**src/hdl/sds_pkg.sv**
```systemverilog
// Shared types and codes for the stream delimiter search core.
package sds_pkg;

    localparam logic [2:0] ACT_LOAD  = 3'd0;
    localparam logic [2:0] ACT_LEN   = 3'd1;
    localparam logic [2:0] ACT_DATA  = 3'd2;
    localparam logic [2:0] ACT_RESET = 3'd3;
    localparam logic [2:0] ACT_CLEAR = 3'd4;

    localparam logic [1:0] KIND_BYTE    = 2'd0;
    localparam logic [1:0] KIND_MATCH   = 2'd1;
    localparam logic [1:0] KIND_REFUSED = 2'd2;
    localparam logic [1:0] KIND_NONE    = 2'd3;

    localparam int QUEUE_DEPTH = 2;

    typedef enum logic [2:0] {
        OP_LOAD,
        OP_LEN,
        OP_DATA,
        OP_RESET,
        OP_CLEAR,
        OP_NOP
    } t_op;

    typedef struct packed {
        t_op        op;
        logic       idx_ok;
        logic       len_sat;
        logic [5:0] idx;
        logic [7:0] data;
        logic [6:0] plen;
    } t_cmd;

endpackage

```
**src/hdl/stream_delimiter_search_core.sv**
```systemverilog
// Top level of the stream delimiter search core.
//
//   channel   direction  handshake                  payload
//   request   in         i_in_valid / o_in_ready    i_action, i_pattern_index,
//                                                   i_byte_value, i_pattern_length
//   result    out        o_out_valid / i_out_ready  o_kind, o_out_byte,
//                                                   o_matched_flag, o_last
//
// Control requests and refused bytes are handled from the idle state once the
// result register is free. A data byte is dequeued, then searched by a prefix
// compare loop (one compare per cycle on the dual-read pattern memory, holding
// on the final compare while the result register is full), then any bytes it
// releases pass through the result register, more of them with a longer held
// prefix on a mismatch.
// Reset is synchronous; the pattern memory is not cleared.
// A two-entry request queue lets intake run while the engine stalls on output.
module stream_delimiter_search_core #(
    parameter int MAX_PATTERN = 64
) (
    input  logic       i_clk,
    input  logic       i_rst_n,
    input  logic       i_in_valid,
    output logic       o_in_ready,
    input  logic [2:0] i_action,
    input  logic [5:0] i_pattern_index,
    input  logic [7:0] i_byte_value,
    input  logic [6:0] i_pattern_length,
    output logic       o_out_valid,
    input  logic       i_out_ready,
    output logic [1:0] o_kind,
    output logic [7:0] o_out_byte,
    output logic       o_matched_flag,
    output logic       o_last
);
    import sds_pkg::*;

    t_cmd w_push_cmd;
    t_cmd w_pop_cmd;
    logic w_push;
    logic w_pop;
    logic w_full;
    logic w_empty;

    sds_front #(
        .MAX_PATTERN(MAX_PATTERN)
    ) u_front (
        .i_in_valid       (i_in_valid),
        .o_in_ready       (o_in_ready),
        .i_action         (i_action),
        .i_pattern_index  (i_pattern_index),
        .i_byte_value     (i_byte_value),
        .i_pattern_length (i_pattern_length),
        .i_q_full         (w_full),
        .o_push           (w_push),
        .o_cmd            (w_push_cmd)
    );

    sds_queue u_queue (
        .i_clk   (i_clk),
        .i_rst_n (i_rst_n),
        .i_push  (w_push),
        .i_cmd   (w_push_cmd),
        .o_full  (w_full),
        .i_pop   (w_pop),
        .o_empty (w_empty),
        .o_cmd   (w_pop_cmd)
    );

    sds_back #(
        .MAX_PATTERN(MAX_PATTERN)
    ) u_back (
        .i_clk          (i_clk),
        .i_rst_n        (i_rst_n),
        .i_q_empty      (w_empty),
        .i_cmd          (w_pop_cmd),
        .o_pop          (w_pop),
        .o_out_valid    (o_out_valid),
        .i_out_ready    (i_out_ready),
        .o_kind         (o_kind),
        .o_out_byte     (o_out_byte),
        .o_matched_flag (o_matched_flag),
        .o_last         (o_last)
    );

`ifndef SYNTH
    a_match_sets_flag: assert property (@(posedge i_clk) disable iff (!i_rst_n)
        o_out_valid && o_kind == KIND_MATCH |-> o_matched_flag && o_last)
        else $error("match result without flag or last");

    a_refused_single: assert property (@(posedge i_clk) disable iff (!i_rst_n)
        o_out_valid && o_kind == KIND_REFUSED |-> o_last)
        else $error("refused result not last");

    a_byte_only_release: assert property (@(posedge i_clk) disable iff (!i_rst_n)
        o_out_valid && o_kind != KIND_BYTE |-> o_out_byte == 8'd0)
        else $error("non-release result carries a byte");

    a_release_unmatched: assert property (@(posedge i_clk) disable iff (!i_rst_n)
        o_out_valid && o_kind == KIND_BYTE |-> !o_matched_flag)
        else $error("byte released while matched");
`endif

endmodule

```
**src/hdl/sds_front.sv**
```systemverilog
// Request intake: decodes the action and range-checks index and length.
module sds_front #(
    parameter int MAX_PATTERN = 64
) (
    input  logic              i_in_valid,
    output logic              o_in_ready,
    input  logic [2:0]        i_action,
    input  logic [5:0]        i_pattern_index,
    input  logic [7:0]        i_byte_value,
    input  logic [6:0]        i_pattern_length,
    input  logic              i_q_full,
    output logic              o_push,
    output sds_pkg::t_cmd     o_cmd
);
    import sds_pkg::*;

    localparam int LW = $clog2(MAX_PATTERN + 1);
    localparam int CW = (LW > 7) ? LW : 7;

    t_op w_op;

    always_comb begin
        unique case (i_action)
            ACT_LOAD:  w_op = OP_LOAD;
            ACT_LEN:   w_op = OP_LEN;
            ACT_DATA:  w_op = OP_DATA;
            ACT_RESET: w_op = OP_RESET;
            ACT_CLEAR: w_op = OP_CLEAR;
            default:   w_op = OP_NOP;
        endcase
    end

    assign o_in_ready     = !i_q_full;
    assign o_push         = i_in_valid && !i_q_full;
    assign o_cmd.op       = w_op;
    assign o_cmd.idx_ok   = CW'(i_pattern_index) < CW'(MAX_PATTERN);
    assign o_cmd.len_sat  = CW'(i_pattern_length) > CW'(MAX_PATTERN);
    assign o_cmd.idx      = i_pattern_index;
    assign o_cmd.data     = i_byte_value;
    assign o_cmd.plen     = i_pattern_length;

endmodule

```
**src/hdl/sds_queue.sv**
```systemverilog
// Short request queue between intake and search engine.
module sds_queue (
    input  logic          i_clk,
    input  logic          i_rst_n,
    input  logic          i_push,
    input  sds_pkg::t_cmd i_cmd,
    output logic          o_full,
    input  logic          i_pop,
    output logic          o_empty,
    output sds_pkg::t_cmd o_cmd
);
    import sds_pkg::*;

    localparam int QA = (QUEUE_DEPTH > 1) ? $clog2(QUEUE_DEPTH) : 1;

    t_cmd          r_slot [QUEUE_DEPTH];
    logic [QA-1:0] r_wr;
    logic [QA-1:0] r_rd;
    logic [QA:0]   r_count;
    logic [QA-1:0] n_wr;
    logic [QA-1:0] n_rd;

    assign o_full  = r_count == (QA + 1)'(QUEUE_DEPTH);
    assign o_empty = r_count == '0;
    assign o_cmd   = r_slot[r_rd];
    assign n_wr    = (r_wr == QA'(QUEUE_DEPTH - 1)) ? '0 : r_wr + QA'(1);
    assign n_rd    = (r_rd == QA'(QUEUE_DEPTH - 1)) ? '0 : r_rd + QA'(1);

    always_ff @(posedge i_clk) begin
        if (!i_rst_n) begin
            r_wr    <= '0;
            r_rd    <= '0;
            r_count <= '0;
        end else begin
            if (i_push) begin
                r_wr <= n_wr;
            end
            if (i_pop) begin
                r_rd <= n_rd;
            end
            if (i_push && !i_pop) begin
                r_count <= r_count + (QA + 1)'(1);
            end else if (i_pop && !i_push) begin
                r_count <= r_count - (QA + 1)'(1);
            end
        end
    end

    always_ff @(posedge i_clk) begin
        if (i_push) begin
            r_slot[r_wr] <= i_cmd;
        end
    end

endmodule

```
**src/hdl/sds_back.sv**
```systemverilog
// Search engine: pattern memory, prefix compare loop, byte release and result register.
module sds_back #(
    parameter int MAX_PATTERN = 64
) (
    input  logic          i_clk,
    input  logic          i_rst_n,
    input  logic          i_q_empty,
    input  sds_pkg::t_cmd i_cmd,
    output logic          o_pop,
    output logic          o_out_valid,
    input  logic          i_out_ready,
    output logic [1:0]    o_kind,
    output logic [7:0]    o_out_byte,
    output logic          o_matched_flag,
    output logic          o_last
);
    import sds_pkg::*;

    localparam int AW = (MAX_PATTERN > 1) ? $clog2(MAX_PATTERN) : 1;
    localparam int LW = $clog2(MAX_PATTERN + 1);
    localparam int CW = (LW > 7) ? LW : 7;

    typedef enum logic [1:0] {
        S_IDLE,
        S_CMP,
        S_REL
    } t_state;

    t_state        r_state, n_state;
    logic [LW-1:0] r_len, n_len;
    logic [LW-1:0] r_mp, n_mp;
    logic [LW-1:0] r_cur, n_cur;
    logic [LW-1:0] r_s, n_s;
    logic [LW-1:0] r_j, n_j;
    logic [LW-1:0] r_k, n_k;
    logic          r_matched, n_matched;
    logic [7:0]    r_data, n_data;

    logic          r_out_valid;
    logic [1:0]    r_kind;
    logic [7:0]    r_obyte;
    logic          r_omatch;
    logic          r_last;

    logic [7:0]    r_mem [MAX_PATTERN];
    logic [7:0]    r_rd_a;
    logic [7:0]    r_rd_b;

    logic          w_out_free;
    logic          w_emit;
    logic [1:0]    w_kind;
    logic [7:0]    w_byte;
    logic          w_last;
    logic          w_mem_we;
    logic [CW-1:0] w_idx_ext;
    logic [AW-1:0] w_waddr;
    logic [LW-1:0] w_addr_b_full;
    logic [AW-1:0] w_addr_a;
    logic [AW-1:0] w_addr_b;
    logic [LW-1:0] w_pos;
    logic [LW-1:0] w_j_inc;
    logic [LW-1:0] w_k_inc;
    logic [7:0]    w_win;

    assign w_out_free = !r_out_valid || i_out_ready;
    assign w_pos      = r_s + r_j;
    assign w_j_inc    = r_j + LW'(1);
    assign w_k_inc    = r_k + LW'(1);
    assign w_win      = (w_pos == r_cur) ? r_data : r_rd_b;
    assign w_idx_ext  = CW'(i_cmd.idx);
    assign w_waddr    = w_idx_ext[AW-1:0];
    assign w_mem_we   = o_pop && (i_cmd.op == OP_LOAD) && i_cmd.idx_ok;

    assign w_addr_b_full = (n_state == S_REL) ? n_k : n_s + n_j;
    assign w_addr_a      = n_j[AW-1:0];
    assign w_addr_b      = w_addr_b_full[AW-1:0];

    always_comb begin
        n_state   = r_state;
        n_len     = r_len;
        n_mp      = r_mp;
        n_cur     = r_cur;
        n_s       = r_s;
        n_j       = r_j;
        n_k       = r_k;
        n_matched = r_matched;
        n_data    = r_data;
        w_emit    = 1'b0;
        w_kind    = KIND_NONE;
        w_byte    = 8'd0;
        w_last    = 1'b1;
        o_pop     = 1'b0;
        unique case (r_state)
            S_IDLE: begin
                if (!i_q_empty) begin
                    if (i_cmd.op == OP_DATA && !r_matched && r_len != '0) begin
                        o_pop   = 1'b1;
                        n_data  = i_cmd.data;
                        n_cur   = (r_mp >= r_len) ? '0 : r_mp;
                        n_s     = '0;
                        n_j     = '0;
                        n_state = S_CMP;
                    end else if (w_out_free) begin
                        o_pop  = 1'b1;
                        w_emit = 1'b1;
                        unique case (i_cmd.op)
                            OP_LOAD: begin
                                n_mp      = '0;
                                n_matched = 1'b0;
                            end
                            OP_LEN: begin
                                n_len     = i_cmd.len_sat ? LW'(MAX_PATTERN)
                                                          : LW'(i_cmd.plen);
                                n_mp      = '0;
                                n_matched = 1'b0;
                            end
                            OP_DATA: begin
                                w_kind = KIND_REFUSED;
                            end
                            OP_RESET: begin
                                n_mp      = '0;
                                n_matched = 1'b0;
                            end
                            OP_CLEAR: begin
                                n_matched = 1'b0;
                            end
                            default: begin
                                n_mp = r_mp;
                            end
                        endcase
                    end
                end
            end
            S_CMP: begin
                if (w_win == r_rd_a) begin
                    if (w_pos == r_cur) begin
                        if (w_j_inc == r_len) begin
                            if (w_out_free) begin
                                w_emit    = 1'b1;
                                w_kind    = KIND_MATCH;
                                n_matched = 1'b1;
                                n_mp      = '0;
                                n_state   = S_IDLE;
                            end
                        end else if (r_s == '0) begin
                            if (w_out_free) begin
                                w_emit  = 1'b1;
                                n_mp    = w_j_inc;
                                n_state = S_IDLE;
                            end
                        end else begin
                            n_mp    = w_j_inc;
                            n_k     = '0;
                            n_state = S_REL;
                        end
                    end else begin
                        n_j = w_j_inc;
                    end
                end else if (r_s == r_cur) begin
                    n_s     = r_s + LW'(1);
                    n_mp    = '0;
                    n_k     = '0;
                    n_state = S_REL;
                end else begin
                    n_s = r_s + LW'(1);
                    n_j = '0;
                end
            end
            S_REL: begin
                if (w_out_free) begin
                    w_emit = 1'b1;
                    w_kind = KIND_BYTE;
                    w_byte = (r_k == r_cur) ? r_data : r_rd_b;
                    w_last = w_k_inc == r_s;
                    n_k    = w_k_inc;
                    if (w_k_inc == r_s) begin
                        n_state = S_IDLE;
                    end
                end
            end
            default: begin
                n_state = S_IDLE;
            end
        endcase
    end

    always_ff @(posedge i_clk) begin
        if (!i_rst_n) begin
            r_state     <= S_IDLE;
            r_len       <= '0;
            r_mp        <= '0;
            r_matched   <= 1'b0;
            r_out_valid <= 1'b0;
        end else begin
            r_state   <= n_state;
            r_len     <= n_len;
            r_mp      <= n_mp;
            r_matched <= n_matched;
            if (w_emit) begin
                r_out_valid <= 1'b1;
            end else if (i_out_ready) begin
                r_out_valid <= 1'b0;
            end
        end
        r_cur  <= n_cur;
        r_s    <= n_s;
        r_j    <= n_j;
        r_k    <= n_k;
        r_data <= n_data;
        if (w_emit) begin
            r_kind   <= w_kind;
            r_obyte  <= w_byte;
            r_omatch <= n_matched;
            r_last   <= w_last;
        end
    end

    always_ff @(posedge i_clk) begin
        if (w_mem_we) begin
            r_mem[w_waddr] <= i_cmd.data;
        end
        r_rd_a <= r_mem[w_addr_a];
        r_rd_b <= r_mem[w_addr_b];
    end

    assign o_out_valid    = r_out_valid;
    assign o_kind         = r_kind;
    assign o_out_byte     = r_obyte;
    assign o_matched_flag = r_omatch;
    assign o_last         = r_last;

endmodule
```
**config.mk**
```make
export PLATFORM = sky130hd
export DESIGN_NAME = stream_delimiter_search_core
export DESIGN_NICKNAME = d
export VERILOG_FILES = /design/src/hdl/sds_pkg.sv /design/src/hdl/stream_delimiter_search_core.sv /design/src/hdl/sds_front.sv /design/src/hdl/sds_queue.sv /design/src/hdl/sds_back.sv
export SDC_FILE = /design/constraint.sdc
export NUM_CORES = 1
export LEC_CHECK = 0
export BUFFER_PORTS_ARGS = -buffer_cell sky130_fd_sc_hd__buf_2
export CAP_MARGIN = 30
export CORE_UTILIZATION = 50
export CTS_CLUSTER_DIAMETER = 200
export CTS_CLUSTER_SIZE = 16
export DETAILED_ROUTE_END_ITERATION = 16
export GPL_TIMING_DRIVEN = 0
export PLACE_DENSITY = 0.66
export SYNTH_ARGS = -nofsm -noshare
export SYNTH_HDL_FRONTEND = slang
export SYNTH_SLANG_ARGS = --single-unit
```
**constraint.sdc**
```tcl
create_clock -name i_clk -period 12.8 [get_ports i_clk]
set_input_delay 1.28 -clock i_clk [delete_from_list [all_inputs] [get_ports i_clk]]
set_output_delay 1.28 -clock i_clk [all_outputs]
set_load 0.05 [all_outputs]
```
==> results.md <==
* CTS tree: done
* Die Y-Extent at 254 um
* H-tree Lvls at 2
* I/O Buffers at 41
* Post-detailed-placement cell area at 33400 um^2
* Total global routing track utilization at about a third
* Final worst-path cycle share at between 70% and 80%
* Total power draw at around 0.0063 W
* Synthesized net count at 2385
* Effective utilization at floorplan at between 50 and 60%
* Worst hold-check path type: reg -> reg
* Average wire per standard cell at between 30 and 40 um
* Row count at 91
* EDFF count, synth at just under 600
* Post-CTS Hold Fix Bufs at 0
* Number of cells on the worst reg-to-reg path at 26
* Arrival time of the worst setup path at 10.44 ns
* Type of element launching the critical path: flip-flop
* Area overhead of the layout relative to synthesis at 9.39%
* Vias in the first global route at around 22000
* Category of the worst setup path capture point: flip-flop
* Count of maximum capacitance violations at 0
* Half-perimeter wire length after placement at 76.5 mm
* DRC Markers at 0
* Initial DRC count at 3226
* Worst slack on hold paths at 0.495 ns
* Yosys synthesis warning count at 0
* Clock latency reported for the late side of the worst-skew pair at 0.64 ns
* Largest net degree at the start of global routing at 50
* Number of clock buffers inserted by TritonCTS at 46
* Power per Cell Area at 183 nW/um^2
* Most repeated library cell on the critical path: sky130_fd_sc_hd__clkbuf_1
* Total stage count of the critical path at 26
* Clock transition time at the flip-flop clock pins of the worst setup and hold paths at 0.09 ns
* Synthesized flop and latch total at 649
* Final design instance area without fill at about 35000 um^2
* Maximum buffer depth of the clock tree at 3
* Worst-case headroom to the max-slew limit at 22.4%
* Worst path bufs/invs at 8
* Final antenna diode count at 0
* Final layout net count at 2518
* Wire length of the first global-routing pass at 150 mm
* Slowest cell on the critical path: sky130_fd_sc_hd__a2111oi_0
* Run status: complete, no violations
* Post-route minimum period at 10.03 ns
* Layout cells sized above 1 at 17.1%
* Final number of max-transition violations at 0
* Largest driver fanout on the critical path at 10
* Sinks on Clock Net at between 600 and 700
* Data required time of the critical path at 13.21 ns
* Actual slew at the worst max-slew pin at 1.13 ns
* Most common cell after layout, fill and taps aside: sky130_fd_sc_hd__edfxtp_1
* Core outline area at 62200 um^2
* Post-synth design cell area at approximately 32000 um^2
* Highest clock frequency the design can meet at roughly 100 MHz
* Post CTS Setup Buffer Count at 0
* Routability congestion estimate at 1.03
* WHS Path Cells at 2
* Maximum vdd ir drop at roughly 120 uV
* Total setup violations reported at the end of the flow at 0
* Post-detailed-route count of antenna-violating nets at 0
* Top library cells by usage in the layout, fill and taps aside: 593 x sky130_fd_sc_hd__edfxtp_1, 308 x sky130_fd_sc_hd__nand2_1, 136 x sky130_fd_sc_hd__mux2i_1
* Final clock skew at 0.0363 ns
* Die width at 254 um
* Critical path class: reg -> reg
* Proportion of synthesized chip area in sequential cells at approximately 60%
* Final hold violation count at 0
* Pre-antenna DRT Iters at 8
* Routed vias/inst at 6.70
* RSZ-0062 raised after global routing: no
* Clock tree root buffer cell: sky130_fd_sc_hd__clkbuf_16
* Distinct cells, synth at 89
* Number of gates given a new drive strength after cts at 0
* Static Leak at roughly 12 nW
* Floorplan die area at around 64000 um^2
* Share of async-settable or async-resettable flops after synthesis at 0%
* Final-layout setup total negative slack at 0 ns
* I/O pin cnt at 42
* Total congestion overflow after global routing at 0
* Vias at 22200
* Average size of a mapped cell at 13.6 um^2
* Family with the most delay on the worst path: simple AND/OR/NAND/NOR gates
* Delay of the slowest cell on the worst path at 1.07 ns
* Most common flop cell mapped by yosys: sky130_fd_sc_hd__edfxtp_1
* Gate count after technology mapping at 2328
* Initial antenna violation count at 0
* Detailed Route WL at 105 mm
-- worst paths after layout --
path | startpoint | endpoint | slack (ns)
setup / recovery | u_back.r_j[0]$_DFF_P_ | u_back.r_rd_b[1]$_DFF_P_ | 2.77
hold / removal | u_back.r_mp[6]$_SDFFE_PN0P_ | u_back.r_mp[6]$_SDFFE_PN0P_ | 0.50
setup reg to reg | u_back.r_j[0]$_DFF_P_ | u_back.r_rd_b[1]$_DFF_P_ | 2.77
hold reg to reg | u_back.r_mp[6]$_SDFFE_PN0P_ | u_back.r_mp[6]$_SDFFE_PN0P_ | 0.50
-- cells in the mapped netlist, types with 20 or more instances --
cell	number	area, um^2
sky130_fd_sc_hd__edfxtp_1	593	17800
sky130_fd_sc_hd__nand2_1	308	1160
sky130_fd_sc_hd__mux2i_1	136	1360
sky130_fd_sc_hd__nor2_1	113	424
sky130_fd_sc_hd__mux2_2	109	1230
sky130_fd_sc_hd__mux4_2	106	2390
sky130_fd_sc_hd__nand3_1	85	425
sky130_fd_sc_hd__clkbuf_1	61	229
sky130_fd_sc_hd__dfxtp_1	56	1120
sky130_fd_sc_hd__o22ai_1	46	288
sky130_fd_sc_hd__buf_2	44	220
sky130_fd_sc_hd__a21oi_1	43	215
sky130_fd_sc_hd__xnor2_1	39	342
sky130_fd_sc_hd__o21ai_0	38	190
sky130_fd_sc_hd__a2111oi_0	36	315
sky130_fd_sc_hd__inv_1	35	131
sky130_fd_sc_hd__nor2b_1	35	219
sky130_fd_sc_hd__a211oi_1	27	203
sky130_fd_sc_hd__a32oi_1	27	236
sky130_fd_sc_hd__ha_1	27	338
sky130_fd_sc_hd__and2_1	23	144
sky130_fd_sc_hd__o211ai_1	22	165
sky130_fd_sc_hd__xor2_1	20	175
-- routing by layer --
metal | global-route usage, % | share of wire, %
met1 | 44.0 | 39
met2 | 49.8 | 45
met3 | 6.80 | 11
met4 | 17.3 | 5.9
met5 | 0.0772 | 0
-- registers in the layout (all words and copies together) (netlist names), named ones only --
name and cells:
u_back.o_kind 2, u_back.o_last 1, u_back.o_matched_flag 1, u_back.o_out_byte 8, u_back.o_out_valid 1, u_back.r_cur 7, u_back.r_data 8, u_back.r_j 7
u_back.r_k 7, u_back.r_len 7, u_back.r_matched 1, u_back.r_mem 512, u_back.r_mp 7, u_back.r_rd_a 8, u_back.r_rd_b 8, u_back.r_s 6
u_back.r_state 2, u_queue.r_count 2, u_queue.r_rd 1, u_queue.r_slot 50, u_queue.r_wr 1
-- power by group --
part / total [W] / internal [W] / switching [W]
clock: 0.00139 / 0.000655 / 0.000731
combinational: 0.00230 / 0.000724 / 0.00158
sequential: 0.00265 / 0.00259 / 0.0000640
-- metrics by stage --
step | utilization [%] | std cells | worst slack [ns]
final | 55.8 | 3307 | 2.77
after global routing | 55.8 | 3307 | 2.71
after CTS | 55.7 | 3302 | 2.95
after detailed placement | 53.7 | 3245 | 2.99
after global placement | 53.1 | 3206 | 1.40
after floorplan | - | 2328 | 6.31
-- final cells by class --
type                       count  area, um^2
sequential                   649       18900
buffer                       138         652
timing repair buffer          85         673
inverter                      38         143
clock buffer                  53        1180
fill                        5098       27500
multi-input combinational   1503       12000
tap                          837        1050
clock inverter                 4        67.6
-- cells by family after synthesis --
kind of cell,after synthesis,share of synthesized area (%)
flip-flops,649,59.7
buffers and inverters,176,2.50
AO/OA/AOI/OAI,399,9.47
AND/OR/NAND/NOR,658,9.42
adder cells (fa/ha/maj),29,1.19
multiplexers,355,15.9
XOR/XNOR,62,1.85
-- tightest hold or removal path: stages, from the launching register on --
cell and delay [ns]:
sky130_fd_sc_hd__dfxtp_1 0.33, sky130_fd_sc_hd__nand2_1 0.05, sky130_fd_sc_hd__a21boi_0 0.07
No activity file was read; power rests on OpenSTA's default activity.
